==> config.mk <==
export PLATFORM = sky130hd
export DESIGN_NAME = phasor_accumulator
export DESIGN_NICKNAME = d
export VERILOG_FILES = /design/src/rtl/pa_pkg.sv /design/src/rtl/phasor_accumulator.sv /design/src/rtl/pa_ctrl.sv /design/src/rtl/pa_datapath.sv
export VERILOG_INCLUDE_DIRS = /design/src /design/src/rtl
export SDC_FILE = /design/constraint.sdc
export NUM_CORES = 2
export LEC_CHECK = 0
export BUFFER_PORTS_ARGS = -buffer_cell sky130_fd_sc_hd__buf_2
export CAP_MARGIN = 20
export CORE_AREA = 2 2 299 330
export CTS_BUF_LIST = sky130_fd_sc_hd__clkbuf_2 sky130_fd_sc_hd__clkbuf_4 sky130_fd_sc_hd__clkbuf_8
export CTS_CLUSTER_DIAMETER = 60
export CTS_CLUSTER_SIZE = 12
export DETAILED_ROUTE_END_ITERATION = 6
export DIE_AREA = 0 0 301 332
export PLACE_DENSITY = 0.66
export SLEW_MARGIN = 20
export SYNTH_ARGS = -nofsm -noshare
export SYNTH_HDL_FRONTEND = slang
export SYNTH_SLANG_ARGS = --single-unit
==> constraint.sdc <==
create_clock -name clk -period 23.2 [get_ports clk]
set_clock_uncertainty 0.15 [all_clocks]
set_input_delay 2.32 -clock clk [delete_from_list [all_inputs] [get_ports clk]]
set_output_delay 2.32 -clock clk [all_outputs]
set_load 0.03 [all_outputs]
==> src/rtl/assert_macros.svh <==
// assertion helpers shared by the rtl files
`ifndef ASSERT_MACROS_SVH
`define ASSERT_MACROS_SVH

// same-cycle implication
`define PA_ASSERT_NOW(lbl, clk, rst, ante, cons, msg) \
  lbl: assert property (@(posedge clk) disable iff (rst) (ante) |-> (cons)) \
    else $error(msg);

// next-cycle implication
`define PA_ASSERT_NEXT(lbl, clk, rst, ante, cons, msg) \
  lbl: assert property (@(posedge clk) disable iff (rst) (ante) |=> (cons)) \
    else $error(msg);

`endif

==> src/rtl/pa_pkg.sv <==
package pa_pkg;

  localparam int AMP_WIDTH_DEF    = 16;
  localparam int PHASE_WIDTH_DEF  = 16;
  localparam int CORDIC_STEPS_DEF = 16;

  localparam int GUARD_BITS      = 16;
  localparam int HEADROOM_BITS   = 4;
  localparam int ATAN_LEN        = 24;
  localparam int ANGLE_W         = 32;
  localparam int Z_W             = 34;
  localparam int STEP_W          = 5;
  localparam int GAIN_W          = 23;
  localparam int INV_GAIN2_SHIFT = 24;
  localparam logic [GAIN_W-1:0] INV_GAIN2 = 23'd6186701;

  typedef enum logic [1:0] {
    CMD_LOAD = 2'd0,
    CMD_ADD  = 2'd1,
    CMD_SUB  = 2'd2
  } pa_cmd_t;

  typedef struct packed {
    logic [1:0]         command;
    logic signed [15:0] wave_amplitude;
    logic [15:0]        wave_period;
    logic [15:0]        wave_phase;
  } pa_in_t;

  typedef struct packed {
    logic signed [15:0] sum_amplitude;
    logic [15:0]        sum_phase;
    logic [15:0]        sum_period;
    logic               period_mismatch;
    logic               amp_saturated;
  } pa_out_t;

  typedef enum logic [3:0] {
    DP_IDLE,
    DP_CAPTURE,
    DP_LOAD,
    DP_MISMATCH,
    DP_ROT1_INIT,
    DP_ROT2_INIT,
    DP_STEP,
    DP_SUM,
    DP_ZERO,
    DP_VEC_INIT,
    DP_SCALE_LO,
    DP_SCALE_HI,
    DP_FINISH
  } pa_op_t;

  typedef struct packed {
    pa_op_t op;
    logic   out_load;
  } pa_ctrl_t;

  typedef struct packed {
    logic is_load;
    logic is_addsub;
    logic period_match;
    logic sum_zero;
    logic step_last;
  } pa_status_t;

  typedef enum logic [3:0] {
    S_IDLE,
    S_DECIDE,
    S_ROT1,
    S_ROT2_INIT,
    S_ROT2,
    S_SUM,
    S_VEC_INIT,
    S_VEC,
    S_SCALE_LO,
    S_SCALE_HI,
    S_FINISH,
    S_OUT
  } pa_state_t;

  // arctan(2^-i) as a 32-bit binary angle
  function automatic logic [ANGLE_W-1:0] atan_angle(input logic [STEP_W-1:0] i);
    logic [ANGLE_W-1:0] a;
    case (i)
      5'd0:    a = 32'd536870912;
      5'd1:    a = 32'd316933406;
      5'd2:    a = 32'd167458907;
      5'd3:    a = 32'd85004756;
      5'd4:    a = 32'd42667331;
      5'd5:    a = 32'd21354465;
      5'd6:    a = 32'd10679838;
      5'd7:    a = 32'd5340245;
      5'd8:    a = 32'd2670163;
      5'd9:    a = 32'd1335087;
      5'd10:   a = 32'd667544;
      5'd11:   a = 32'd333772;
      5'd12:   a = 32'd166886;
      5'd13:   a = 32'd83443;
      5'd14:   a = 32'd41722;
      5'd15:   a = 32'd20861;
      5'd16:   a = 32'd10430;
      5'd17:   a = 32'd5215;
      5'd18:   a = 32'd2608;
      5'd19:   a = 32'd1304;
      5'd20:   a = 32'd652;
      5'd21:   a = 32'd326;
      5'd22:   a = 32'd163;
      5'd23:   a = 32'd81;
      default: a = '0;
    endcase
    return a;
  endfunction

endpackage

==> src/rtl/phasor_accumulator.sv <==
// Phasor accumulator: holds one sinusoid (signed Q8.8 amplitude, period, binary-angle
// phase) and takes one command per beat: load a wave, add a wave or subtract a wave
// of the same period; a period mismatch keeps the state and raises period_mismatch.
// Every beat gives one result beat with the stored wave after the command. A load,
// a mismatch or an unused command goes from the decision straight to the output
// state; an add or subtract runs two rotations and one vectoring pass in turn
// through the one shared CORDIC iteration unit, followed by a two-step split
// multiply for the gain correction; a sum of zero skips vectoring and multiply.
// One item is worked on at a time; the next is taken once the result sits in the
// output register, even while that result is still stalled.
module phasor_accumulator #(
  parameter int AMP_WIDTH    = pa_pkg::AMP_WIDTH_DEF,
  parameter int PHASE_WIDTH  = pa_pkg::PHASE_WIDTH_DEF,
  parameter int CORDIC_STEPS = pa_pkg::CORDIC_STEPS_DEF
) (
  input  logic            clk,
  input  logic            rst,
  input  logic            wave_valid,
  output logic            wave_stall,
  input  pa_pkg::pa_in_t  wave_item,
  output logic            sum_valid,
  input  logic            sum_stall,
  output pa_pkg::pa_out_t sum_item
);
  import pa_pkg::*;

  pa_ctrl_t   ctrl;
  pa_status_t status;

  pa_ctrl u_ctrl (
    .clk        (clk),
    .rst        (rst),
    .wave_valid (wave_valid),
    .wave_stall (wave_stall),
    .sum_valid  (sum_valid),
    .sum_stall  (sum_stall),
    .status     (status),
    .ctrl       (ctrl)
  );

  pa_datapath #(
    .AMP_WIDTH    (AMP_WIDTH),
    .PHASE_WIDTH  (PHASE_WIDTH),
    .CORDIC_STEPS (CORDIC_STEPS)
  ) u_datapath (
    .clk       (clk),
    .rst       (rst),
    .ctrl      (ctrl),
    .wave_item (wave_item),
    .status    (status),
    .sum_item  (sum_item)
  );

endmodule

==> src/rtl/pa_ctrl.sv <==
`include "assert_macros.svh"

module pa_ctrl (
  input  logic              clk,
  input  logic              rst,
  input  logic              wave_valid,
  output logic              wave_stall,
  output logic              sum_valid,
  input  logic              sum_stall,
  input  pa_pkg::pa_status_t status,
  output pa_pkg::pa_ctrl_t   ctrl
);
  import pa_pkg::*;

  pa_state_t state, state_next;

  always_ff @(posedge clk) begin
    if (rst) begin
      state     <= S_IDLE;
      sum_valid <= 1'b0;
    end else begin
      state <= state_next;
      if (ctrl.out_load) begin
        sum_valid <= 1'b1;
      end else if (!sum_stall) begin
        sum_valid <= 1'b0;
      end
    end
  end

  always_comb begin
    state_next    = state;
    ctrl.op       = DP_IDLE;
    ctrl.out_load = 1'b0;
    wave_stall    = (state != S_IDLE);
    case (state)
      S_IDLE: begin
        if (wave_valid) begin
          ctrl.op    = DP_CAPTURE;
          state_next = S_DECIDE;
        end
      end
      S_DECIDE: begin
        if (status.is_load) begin
          ctrl.op    = DP_LOAD;
          state_next = S_OUT;
        end else if (status.is_addsub && !status.period_match) begin
          ctrl.op    = DP_MISMATCH;
          state_next = S_OUT;
        end else if (status.is_addsub) begin
          ctrl.op    = DP_ROT1_INIT;
          state_next = S_ROT1;
        end else begin
          state_next = S_OUT;
        end
      end
      S_ROT1: begin
        ctrl.op = DP_STEP;
        if (status.step_last) begin
          state_next = S_ROT2_INIT;
        end
      end
      S_ROT2_INIT: begin
        ctrl.op    = DP_ROT2_INIT;
        state_next = S_ROT2;
      end
      S_ROT2: begin
        ctrl.op = DP_STEP;
        if (status.step_last) begin
          state_next = S_SUM;
        end
      end
      S_SUM: begin
        ctrl.op    = DP_SUM;
        state_next = S_VEC_INIT;
      end
      S_VEC_INIT: begin
        if (status.sum_zero) begin
          ctrl.op    = DP_ZERO;
          state_next = S_OUT;
        end else begin
          ctrl.op    = DP_VEC_INIT;
          state_next = S_VEC;
        end
      end
      S_VEC: begin
        ctrl.op = DP_STEP;
        if (status.step_last) begin
          state_next = S_SCALE_LO;
        end
      end
      S_SCALE_LO: begin
        ctrl.op    = DP_SCALE_LO;
        state_next = S_SCALE_HI;
      end
      S_SCALE_HI: begin
        ctrl.op    = DP_SCALE_HI;
        state_next = S_FINISH;
      end
      S_FINISH: begin
        ctrl.op    = DP_FINISH;
        state_next = S_OUT;
      end
      S_OUT: begin
        if (!sum_valid || !sum_stall) begin
          ctrl.out_load = 1'b1;
          state_next    = S_IDLE;
        end
      end
      default: begin
        state_next = S_IDLE;
      end
    endcase
  end

  `PA_ASSERT_NOW(a_out_load_in_out, clk, rst, ctrl.out_load, state == S_OUT, "result beat loaded outside output state")
  `PA_ASSERT_NEXT(a_rot1_to_rot2, clk, rst, state == S_ROT1 && status.step_last, state == S_ROT2_INIT, "first rotation did not hand over")

endmodule

==> src/rtl/pa_datapath.sv <==
`include "assert_macros.svh"

module pa_datapath #(
  parameter int AMP_WIDTH    = pa_pkg::AMP_WIDTH_DEF,
  parameter int PHASE_WIDTH  = pa_pkg::PHASE_WIDTH_DEF,
  parameter int CORDIC_STEPS = pa_pkg::CORDIC_STEPS_DEF
) (
  input  logic               clk,
  input  logic               rst,
  input  pa_pkg::pa_ctrl_t   ctrl,
  input  pa_pkg::pa_in_t     wave_item,
  output pa_pkg::pa_status_t status,
  output pa_pkg::pa_out_t    sum_item
);
  import pa_pkg::*;

  localparam int DW     = AMP_WIDTH + GUARD_BITS + HEADROOM_BITS;
  localparam int NSTEP  = (CORDIC_STEPS > ATAN_LEN) ? ATAN_LEN : CORDIC_STEPS;
  localparam int PS     = ANGLE_W - PHASE_WIDTH;
  localparam int HI_W   = DW - INV_GAIN2_SHIFT;
  localparam int MUL_W  = (HI_W > INV_GAIN2_SHIFT) ? HI_W : INV_GAIN2_SHIFT;
  localparam int PROD_W = MUL_W + GAIN_W;
  localparam int P_W    = DW + 1;
  localparam int AW     = P_W - GUARD_BITS;

  logic [1:0]             cap_cmd;
  logic [AMP_WIDTH-1:0]   cap_amp;
  logic [15:0]            cap_period;
  logic [PHASE_WIDTH-1:0] cap_phase;

  logic [AMP_WIDTH-1:0]   acc_amplitude;
  logic [PHASE_WIDTH-1:0] acc_phase;
  logic [15:0]            acc_period;
  logic                   mismatch;
  logic                   sat;

  logic signed [DW-1:0]   x, y, hold_x, hold_y;
  logic signed [Z_W-1:0]  z;
  logic                   vec_mode;
  logic                   half_turn;
  logic [STEP_W-1:0]      step;
  logic [PROD_W-1:0]      prod;
  logic [INV_GAIN2_SHIFT-1:0] lo_part;

  // rotation start point
  logic signed [DW-1:0]   rot_a, rot_x0, rot_x_init;
  logic [ANGLE_W-1:0]     rot_ang, rot_ang_adj;
  logic                   rot_flip;

  always_comb begin
    if (ctrl.op == DP_ROT1_INIT) begin
      rot_a   = DW'($signed(acc_amplitude));
      rot_ang = ANGLE_W'(acc_phase) << PS;
    end else begin
      rot_a   = (cap_cmd == CMD_SUB) ? -DW'($signed(cap_amp)) : DW'($signed(cap_amp));
      rot_ang = ANGLE_W'(cap_phase) << PS;
    end
    rot_x0      = rot_a <<< GUARD_BITS;
    rot_flip    = (rot_ang[ANGLE_W-1:ANGLE_W-2] == 2'b01) ||
                  (rot_ang[ANGLE_W-1:ANGLE_W-2] == 2'b10);
    rot_x_init  = rot_flip ? -rot_x0 : rot_x0;
    rot_ang_adj = rot_flip ? (rot_ang ^ {1'b1, {(ANGLE_W-1){1'b0}}}) : rot_ang;
  end

  // shared cordic iteration
  logic signed [DW-1:0]  xs, ys, x_step, y_step;
  logic signed [Z_W-1:0] atan_z, z_step;
  logic                  dir;

  always_comb begin
    xs     = x >>> step;
    ys     = y >>> step;
    atan_z = $signed(Z_W'(atan_angle(step)));
    dir    = vec_mode ? y[DW-1] : !z[Z_W-1];
    x_step = dir ? (x - ys) : (x + ys);
    y_step = dir ? (y + xs) : (y - xs);
    z_step = dir ? (z - atan_z) : (z + atan_z);
  end

  // magnitude scaling and final rounding
  logic [DW-1:0]      mag;
  logic [MUL_W-1:0]   mul_a;
  logic [PROD_W-1:0]  mul_prod;
  logic [P_W-1:0]     p_sum;
  logic [AW-1:0]      amp_full, amp_max;
  logic [ANGLE_W-1:0] ang;
  logic [ANGLE_W:0]   ang_rnd;
  logic [PHASE_WIDTH-1:0] phase_new;

  always_comb begin
    mag      = x[DW-1] ? '0 : x;
    mul_a    = (ctrl.op == DP_SCALE_HI) ? MUL_W'(mag[DW-1:INV_GAIN2_SHIFT])
                                        : MUL_W'(mag[INV_GAIN2_SHIFT-1:0]);
    mul_prod = PROD_W'(mul_a) * PROD_W'(INV_GAIN2);
    p_sum    = P_W'(prod) + P_W'(lo_part);
    amp_full = AW'(p_sum >> GUARD_BITS);
    amp_max  = AW'({1'b0, {(AMP_WIDTH-1){1'b1}}});
    ang      = {half_turn, {(ANGLE_W-1){1'b0}}} + z[ANGLE_W-1:0];
    ang_rnd  = (ANGLE_W+1)'(ang) + (ANGLE_W+1)'(1 << (PS - 1));
    phase_new = PHASE_WIDTH'(ang_rnd >> PS);
  end

  always_ff @(posedge clk) begin
    if (rst) begin
      acc_amplitude <= '0;
      acc_phase     <= '0;
      acc_period    <= '0;
      mismatch      <= 1'b0;
      sat           <= 1'b0;
    end else begin
      case (ctrl.op)
        DP_CAPTURE: begin
          mismatch <= 1'b0;
          sat      <= 1'b0;
        end
        DP_LOAD: begin
          acc_amplitude <= cap_amp;
          acc_phase     <= cap_phase;
          acc_period    <= cap_period;
        end
        DP_MISMATCH: begin
          mismatch <= 1'b1;
        end
        DP_ZERO: begin
          acc_amplitude <= '0;
          acc_phase     <= '0;
        end
        DP_FINISH: begin
          if (amp_full > amp_max) begin
            acc_amplitude <= AMP_WIDTH'(amp_max);
            sat           <= 1'b1;
          end else begin
            acc_amplitude <= AMP_WIDTH'(amp_full);
          end
          acc_phase <= phase_new;
        end
        default: begin
        end
      endcase
    end
  end

  always_ff @(posedge clk) begin
    case (ctrl.op)
      DP_CAPTURE: begin
        cap_cmd    <= wave_item.command;
        cap_amp    <= AMP_WIDTH'($unsigned(wave_item.wave_amplitude));
        cap_period <= wave_item.wave_period;
        cap_phase  <= PHASE_WIDTH'(wave_item.wave_phase);
      end
      DP_ROT1_INIT: begin
        x        <= rot_x_init;
        y        <= '0;
        z        <= Z_W'($signed(rot_ang_adj));
        vec_mode <= 1'b0;
        step     <= '0;
      end
      DP_ROT2_INIT: begin
        hold_x   <= x;
        hold_y   <= y;
        x        <= rot_x_init;
        y        <= '0;
        z        <= Z_W'($signed(rot_ang_adj));
        vec_mode <= 1'b0;
        step     <= '0;
      end
      DP_STEP: begin
        x    <= x_step;
        y    <= y_step;
        z    <= z_step;
        step <= step + 1'b1;
      end
      DP_SUM: begin
        hold_x <= hold_x + x;
        hold_y <= hold_y + y;
      end
      DP_VEC_INIT: begin
        x         <= hold_x[DW-1] ? -hold_x : hold_x;
        y         <= hold_x[DW-1] ? -hold_y : hold_y;
        z         <= '0;
        half_turn <= hold_x[DW-1];
        vec_mode  <= 1'b1;
        step      <= '0;
      end
      DP_SCALE_LO: begin
        prod <= mul_prod;
      end
      DP_SCALE_HI: begin
        // rounding constant folded into the low partial product
        lo_part <= INV_GAIN2_SHIFT'(prod >> INV_GAIN2_SHIFT) +
                   INV_GAIN2_SHIFT'(1 << (GUARD_BITS - 1));
        prod    <= mul_prod;
      end
      default: begin
      end
    endcase
  end

  always_ff @(posedge clk) begin
    if (ctrl.out_load) begin
      sum_item.sum_amplitude   <= 16'(acc_amplitude);
      sum_item.sum_phase       <= 16'(acc_phase);
      sum_item.sum_period      <= acc_period;
      sum_item.period_mismatch <= mismatch;
      sum_item.amp_saturated   <= sat;
    end
  end

  always_comb begin
    status.is_load      = (cap_cmd == CMD_LOAD);
    status.is_addsub    = (cap_cmd == CMD_ADD) || (cap_cmd == CMD_SUB);
    status.period_match = (cap_period == acc_period);
    status.sum_zero     = (hold_x == '0) && (hold_y == '0);
    status.step_last    = (step == STEP_W'(NSTEP - 1));
  end

  `PA_ASSERT_NEXT(a_finish_nonneg, clk, rst, ctrl.op == DP_FINISH, !acc_amplitude[AMP_WIDTH-1], "summed amplitude came out negative")
  `PA_ASSERT_NEXT(a_load_flags, clk, rst, ctrl.op == DP_LOAD, !mismatch && !sat, "flag raised on a load")

endmodule
# --- Yosys cells after proc, flatten, opt, wreduce, memory -nomap -nowiden ---
# Memories as Yosys holds them, arrays and structs flattened. A register that Yosys moved wholly into a read port is not among the register bits.
# Cells that the tools add are included.
totals:
  register_bits: 411
  mem_bits_ro: 960
  input_bits: 54
  out_inout_bits: 52
  word_cells: 159
  memories: 1
mem_list:
  columns: ["name", "words", "width", "read_ports", "rd_clocked_by_memory_dff", "write_ports", "line", "source"]
  rows:
  - ["(name not given)", 32, 30, 1, 1, 0, "pa_pkg.sv:85", "case (i)"]
classes:
  add_sub_neg: 17
  n_mul: 1
  magnitude_cmp: 1
  n_eq_ne: 36
  n_shift: 2
  mux: 47
  bitwise: 1
  n_reduce_logical: 27
ops:
  columns: ["op", "count"]
  rows:
  - ["36-bit 2-to-1 mux", 6]
  - ["36-bit one-hot mux with 3 select lines", 2]
  - ["36-bit adder", 4]
  - ["36-bit one-hot mux with 2 select lines", 2]
  - ["36-bit negator", 3]
  - ["34-bit one-hot mux with 3 select lines", 1]
  - ["16-bit one-hot mux with 3 select lines", 2]
  - ["36-bit logical NOT", 2]
  - ["36-bit by 5-bit >>> shifter with 36-bit output", 2]
  - ["36-bit subtractor", 2]
  - ["32-bit 2-to-1 mux", 2]
  - ["4-bit one-hot mux with 12 select lines", 1]
  - ["24-bit by 23-bit multiplier with 47-bit output, second input constant", 1]
  - ["4-bit 2-to-1 mux", 11]
  - ["20-bit 2-to-1 mux", 2]
  - ["37-bit by 24-bit adder with 37-bit output", 1]
  - ["4-bit == test, second input constant", 9]
  - ["4-bit one-hot mux with 9 select lines", 1]
  - ["34-bit by 33-bit adder with 34-bit output", 1]
  - ["34-bit 2-to-1 mux", 1]
  - ["34-bit by 33-bit subtractor with 34-bit output", 1]
  - ["32-bit by 16-bit adder with 32-bit output, second input constant", 1]
  - ["32-bit adder", 1]
  - ["4-bit by 3-bit == test with 1-bit output, second input constant", 8]
  - ["other kinds (32)", 65]

# --- Longest topological paths before layout ---
logic_depth:
  word_depth: 12
  ltp_mapped: 34
  depth_no_buf: 31

# --- Cells and area by module ---
# A second synthesis with hierarchy kept.
hier_totals:
  hier_cells: 5015
  hier_area_um2: 46796.1
by_module_without_submodules:
  columns: ["module", "instances", "cells_per_inst", "area_per_inst_um2", "seq_area_each_um2"]
  rows:
  - ["pa_datapath", 1, 4952, 46319.4, 12291.8]
  - ["pa_ctrl", 1, 63, 476.7, 100.1]

# --- Worst setup path before layout ---
# No wires, ideal clock.
synth_timing:
  path_kind: "reg-to-reg"
  start: "register u_ctrl.state[2]"
  end: "register u_datapath.prod[43], data pin"
  setup_ns: 0.262
  arrival_time_ns: 10.268
  required_ns: 22.788
  path_slack_ns: 12.519
  stages_incl_launch_ff: 32
  n_path_buf: 3
  synth_period_minus_slack_ns: 10.681
  cell_sequence: "dfxtp_1 clkbuf_1 nand2b_1 nor2_1 nand2_1 inv_1 clkbuf_1 nor2_1 clkbuf_1 nand2_1 inv_1 ha_1 fa_1 inv_1 fa_1 fa_1 inv_1 fa_1 fa_1 inv_1 fa_1 inv_1 ha_1 a21o_1 a21o_1 a21oi_1 o21ai_0 a211oi_1 a211oi_1 o22ai_1 mux2i_1 nand3_1"
synth_via:
  elab_chain_cells: 6
  elab_cells_between_ends: 16
  classes_between: "mul (1); eq/ne (11); mux (2); reduce/logical (2)"
synth_rtl:
  columns: ["item", "line", "source"]
  rows:
  - ["start: declaration", "pa_ctrl.sv:15", "pa_state_t state, state_next;"]
  - ["start signal: assignment", "pa_ctrl.sv:22", "state <= state_next;"]
  - ["4-bit by 2-bit == test with 1-bit output / 4-bit by 3-bit == test with 1-bit output (equally long branches)", "pa_ctrl.sv:36", "case (state)"]
  - ["3-bit OR reduction (no source line)", null, null]
  - ["4-bit one-hot mux with 9 select lines *", "pa_ctrl.sv:36", null]
  - ["4-bit == test *", "pa_datapath.sv:92", "mul_a = (ctrl.op == DP_SCALE_HI) ? MUL_W'(mag[DW-1:INV_GAIN2_SHIFT])"]
  - ["24-bit 2-to-1 mux *", "pa_datapath.sv:92", null]
  - ["24-bit by 23-bit multiplier with 47-bit output *", "pa_datapath.sv:94", "mul_prod = PROD_W'(mul_a) * PROD_W'(INV_GAIN2);"]
  - ["named net u_datapath.mul_prod[43]", "pa_datapath.sv:83", "logic [PROD_W-1:0] mul_prod;"]
  - ["end signal: assignment", "pa_datapath.sv:186", "prod <= mul_prod;"]
  - ["end signal: assignment", "pa_datapath.sv:192", "prod <= mul_prod;"]
  - ["end: declaration", "pa_datapath.sv:42", "logic [PROD_W-1:0] prod;"]
# The timed path passes the listed nets; every way through them passes the cells marked *.
# A chain may end at the register's enable or synchronous reset.

# --- Worst setup path in the final report ---
layout_timing:
  start: "register u_ctrl.state[3]"
  end: "register u_datapath.prod[43], data pin"
# The elaborated chain is that of the path after synthesis.

==> qor.yml <==
cts_tree: "yes"
clock.fmax_ghz: 0.0992
cp-end-kind: "register"
whs_path_depth: 0
synthCells: 5134
yosysSeqAreaShare_pct: 25.9
max_stage_delay_ps: 910
placed_cells: 6357
syn_area_per_cell_sq_um: 9.34
drive_above_1_share_pct: 8.09
r2r_end: "u_datapath.prod[43]$_DFFE_PP_"
track_usage_pct: 28.6
slowest_stage: "a21oi_1"
rows: 120
worst_path_most_repeated_cell: "inv_1"
fin_crit_sh_pct: 43.5
async_reset_ff_share_pct: 0
critPathMaxFanout: 48
violations: "design-rule violations"
hold_class: "register to register"
ctsResizeCount: 0
cts_sinks: 441
synth_nets: 5906
cts_hold_buf: 0
rr_worst_depth: 32
ys_types: 92
cts_buffers: 49
cp_top_family: "adder cells"
vias: 39913
viasPerCell: 6.19
drt_iter0_drc: 3796
hold_violations: 0
slew_headroom_pct: 21.3
min_delay_worst_endpoint: "u_datapath.lo_part[14]$_DFFE_PP_"
r2r_start: "u_ctrl.state[3]$_SDFFE_PP0P_"
path_buf_inv: 9
regArea_sq_mm: 0.0124
crit_type: "register to register"
synth-seq-cells: 441
r2r_slack_ps: 13120
post-route-util_pct: 52.3
start_util_pct: 49.5
overflow: 0
clk_latency_ps: 730
antenna_found_initial: 5
die_y_microns: 332
synth_top_area_share_pct: 22.3
gp_congestion: 1.00
grt_pass1_wl_mm: 226
layout.nets: 5899
fillers: 8905
startpoint_type: "register"
fp.dieArea_sq_mm: 0.0999
multiInputGateArea_sq_mm: 0.0328
fin_crit_ps: 10080
synth.area.top_cells: "edfxtp_1 22%, ha_1 12%, fa_1 10%, mux4_2 4.5%, xor2_1 3.9%"
rsz0062_at_grt: "no"
avgRoutedWirePerCell_microns: 22.4
coreArea_sq_mm: 0.0968
cts_root_buf: "clkbuf_8"
drcViolationCount: 2
wirelength_mm: 144
syn-cell-area_sq_mm: 0.0479
port_buffers: 105
die_width_microns: 301
firstDrtPassIters: 7
cap_viol_max_count: 0
grt_max_degree: 110
grt_pass1_vias: 38907
min-delay-start: "u_datapath.prod[38]$_DFFE_PP_"
max-clock-path-buffers: 3
final_cells: 6452
status: "complete, but fails checks"
ios: 106
fin_tns_setup_ps: 0
synth_largest_area_cell: "edfxtp_1"
place_hpwl_mm: 112
synth_edf_count: 356
critPathArrivalTime_ps: 10350
setup_violations: 0
worstMarginPinSlew_ps: 1180
clkTransAtPathRegs_ps: 90
worst_ep_required_time_ps: 23470
syn2layout_area_growth_pct: 5.74
ant_nets: 0
post_cts_buffers: 0
synth_top_flop_cell: "edfxtp_1"
yosys_warnings: 0
h-tree-depth: 2
finalMaxSlewViolations: 0
## flip-flops by register name, indices dropped and copies added (netlist names), 30 cells and up
name and flops:
u_datapath.sum_item 50, u_datapath.atan_z 30, u_datapath.y 36, u_datapath.hold_y 36
u_datapath.x 36, u_datapath.hold_x 36, u_datapath.prod 47, u_datapath.z 34
## how the worst max path moves through the flow
stage | from | endpoint | cells past startpoint
CTS | u_ctrl.state[2]$_SDFFE_PP0P_ | u_datapath.prod[43]$_DFFE_PP_ | 32
global placement | u_ctrl.state[2]$_SDFFE_PP0P_ | u_datapath.prod[43]$_DFFE_PP_ | 31
detailed placement | u_ctrl.state[2]$_SDFFE_PP0P_ | u_datapath.prod[43]$_DFFE_PP_ | 32
global route | u_ctrl.state[3]$_SDFFE_PP0P_ | u_datapath.prod[43]$_DFFE_PP_ | 32
finish | u_ctrl.state[3]$_SDFFE_PP0P_ | u_datapath.prod[43]$_DFFE_PP_ | 32
floorplan | u_ctrl.state[2]$_SDFFE_PP0P_ | u_datapath.prod[43]$_DFFE_PP_ | 31
## per-layer routing
metal  vias to the layer above  GRT usage (%)  share of wire, %
li1                      18638              -                 -
met1                     19476           38.4                42
met2                      1511           47.4                48
met3                       284           4.06               7.1
met4                         4           9.40               3.5
met5                         -              0             0.015
## cell type report
class / count / share of cell area (%)
sequential: 441 / 24.5
multi-input combinational: 3989 / 64.8
clock buffer: 76 / 1.78
clock inverter: 16 / 0.356
tap: 1281 / 3.16
inverter: 492 / 3.64
antenna: 3 / 0.0148
timing repair buffer: 154 / 1.79
## metrics by stage
stage / hold slack, ps / worst slack [ps] / area (sq um)
after floorplan: 250 / 12520 / 47900
after global placement: 259 / 13520 / 49600
after detailed placement: 261 / 13210 / 49600
after CTS: 275 / 13120 / 50700
after global routing: 281 / 12510 / 50700
final: 271 / 13120 / 50700
## synthesized netlist by cell type, drive strengths merged (96+ instances only)
| library cell | number |
|---|---|
| inv | 490 |
| ha | 471 |
| nand2 | 461 |
| edfxtp | 356 |
| o21ai | 339 |
| a21oi | 322 |
| nor2 | 270 |
| fa | 247 |
| xor2 | 216 |
| xnor2 | 203 |
| clkbuf | 148 |
| a21o | 126 |
| mux4 | 96 |
## cells in the final DEF (no fill, tap or decap), drive strengths merged, types with 46 or more instances in the layout
master | netlist | routed
fa | 247 | 247
nor3 | 64 | 64
nand3 | 95 | 95
and3 | 48 | 48
inv | 490 | 497
o211ai | 46 | 46
o22ai | 72 | 72
mux2i | 83 | 83
o31ai | 60 | 60
nor2b | 47 | 47
xor2 | 216 | 216
nand2 | 461 | 461
nor2 | 270 | 270
xnor2 | 203 | 203
a21oi | 322 | 322
o21ai | 339 | 339
nand2b | 63 | 63
a31oi | 62 | 62
a21o | 126 | 126
mux4 | 96 | 96
ha | 471 | 471
buf | 64 | 154
dfxtp | 85 | 85
clkbuf | 148 | 76
edfxtp | 356 | 356
## cells by family (layout without fill, tap and decap cells)
kind of cell	Yosys count	after routing	share of synthesized area (%)
mux	202	202	6.78
fa+ha+maj	718	718	22.6
simple gates	1266	1266	12.7
xor+xnor	420	420	7.70
other cells	0	3	0
buf+inv	704	738	5.81
compound gates	1383	1383	18.6
flops	441	441	25.9
Power is left out: the tool's default activity adds up to more than one toggle a clock period on the data nets, which glitch-free logic cannot reach.
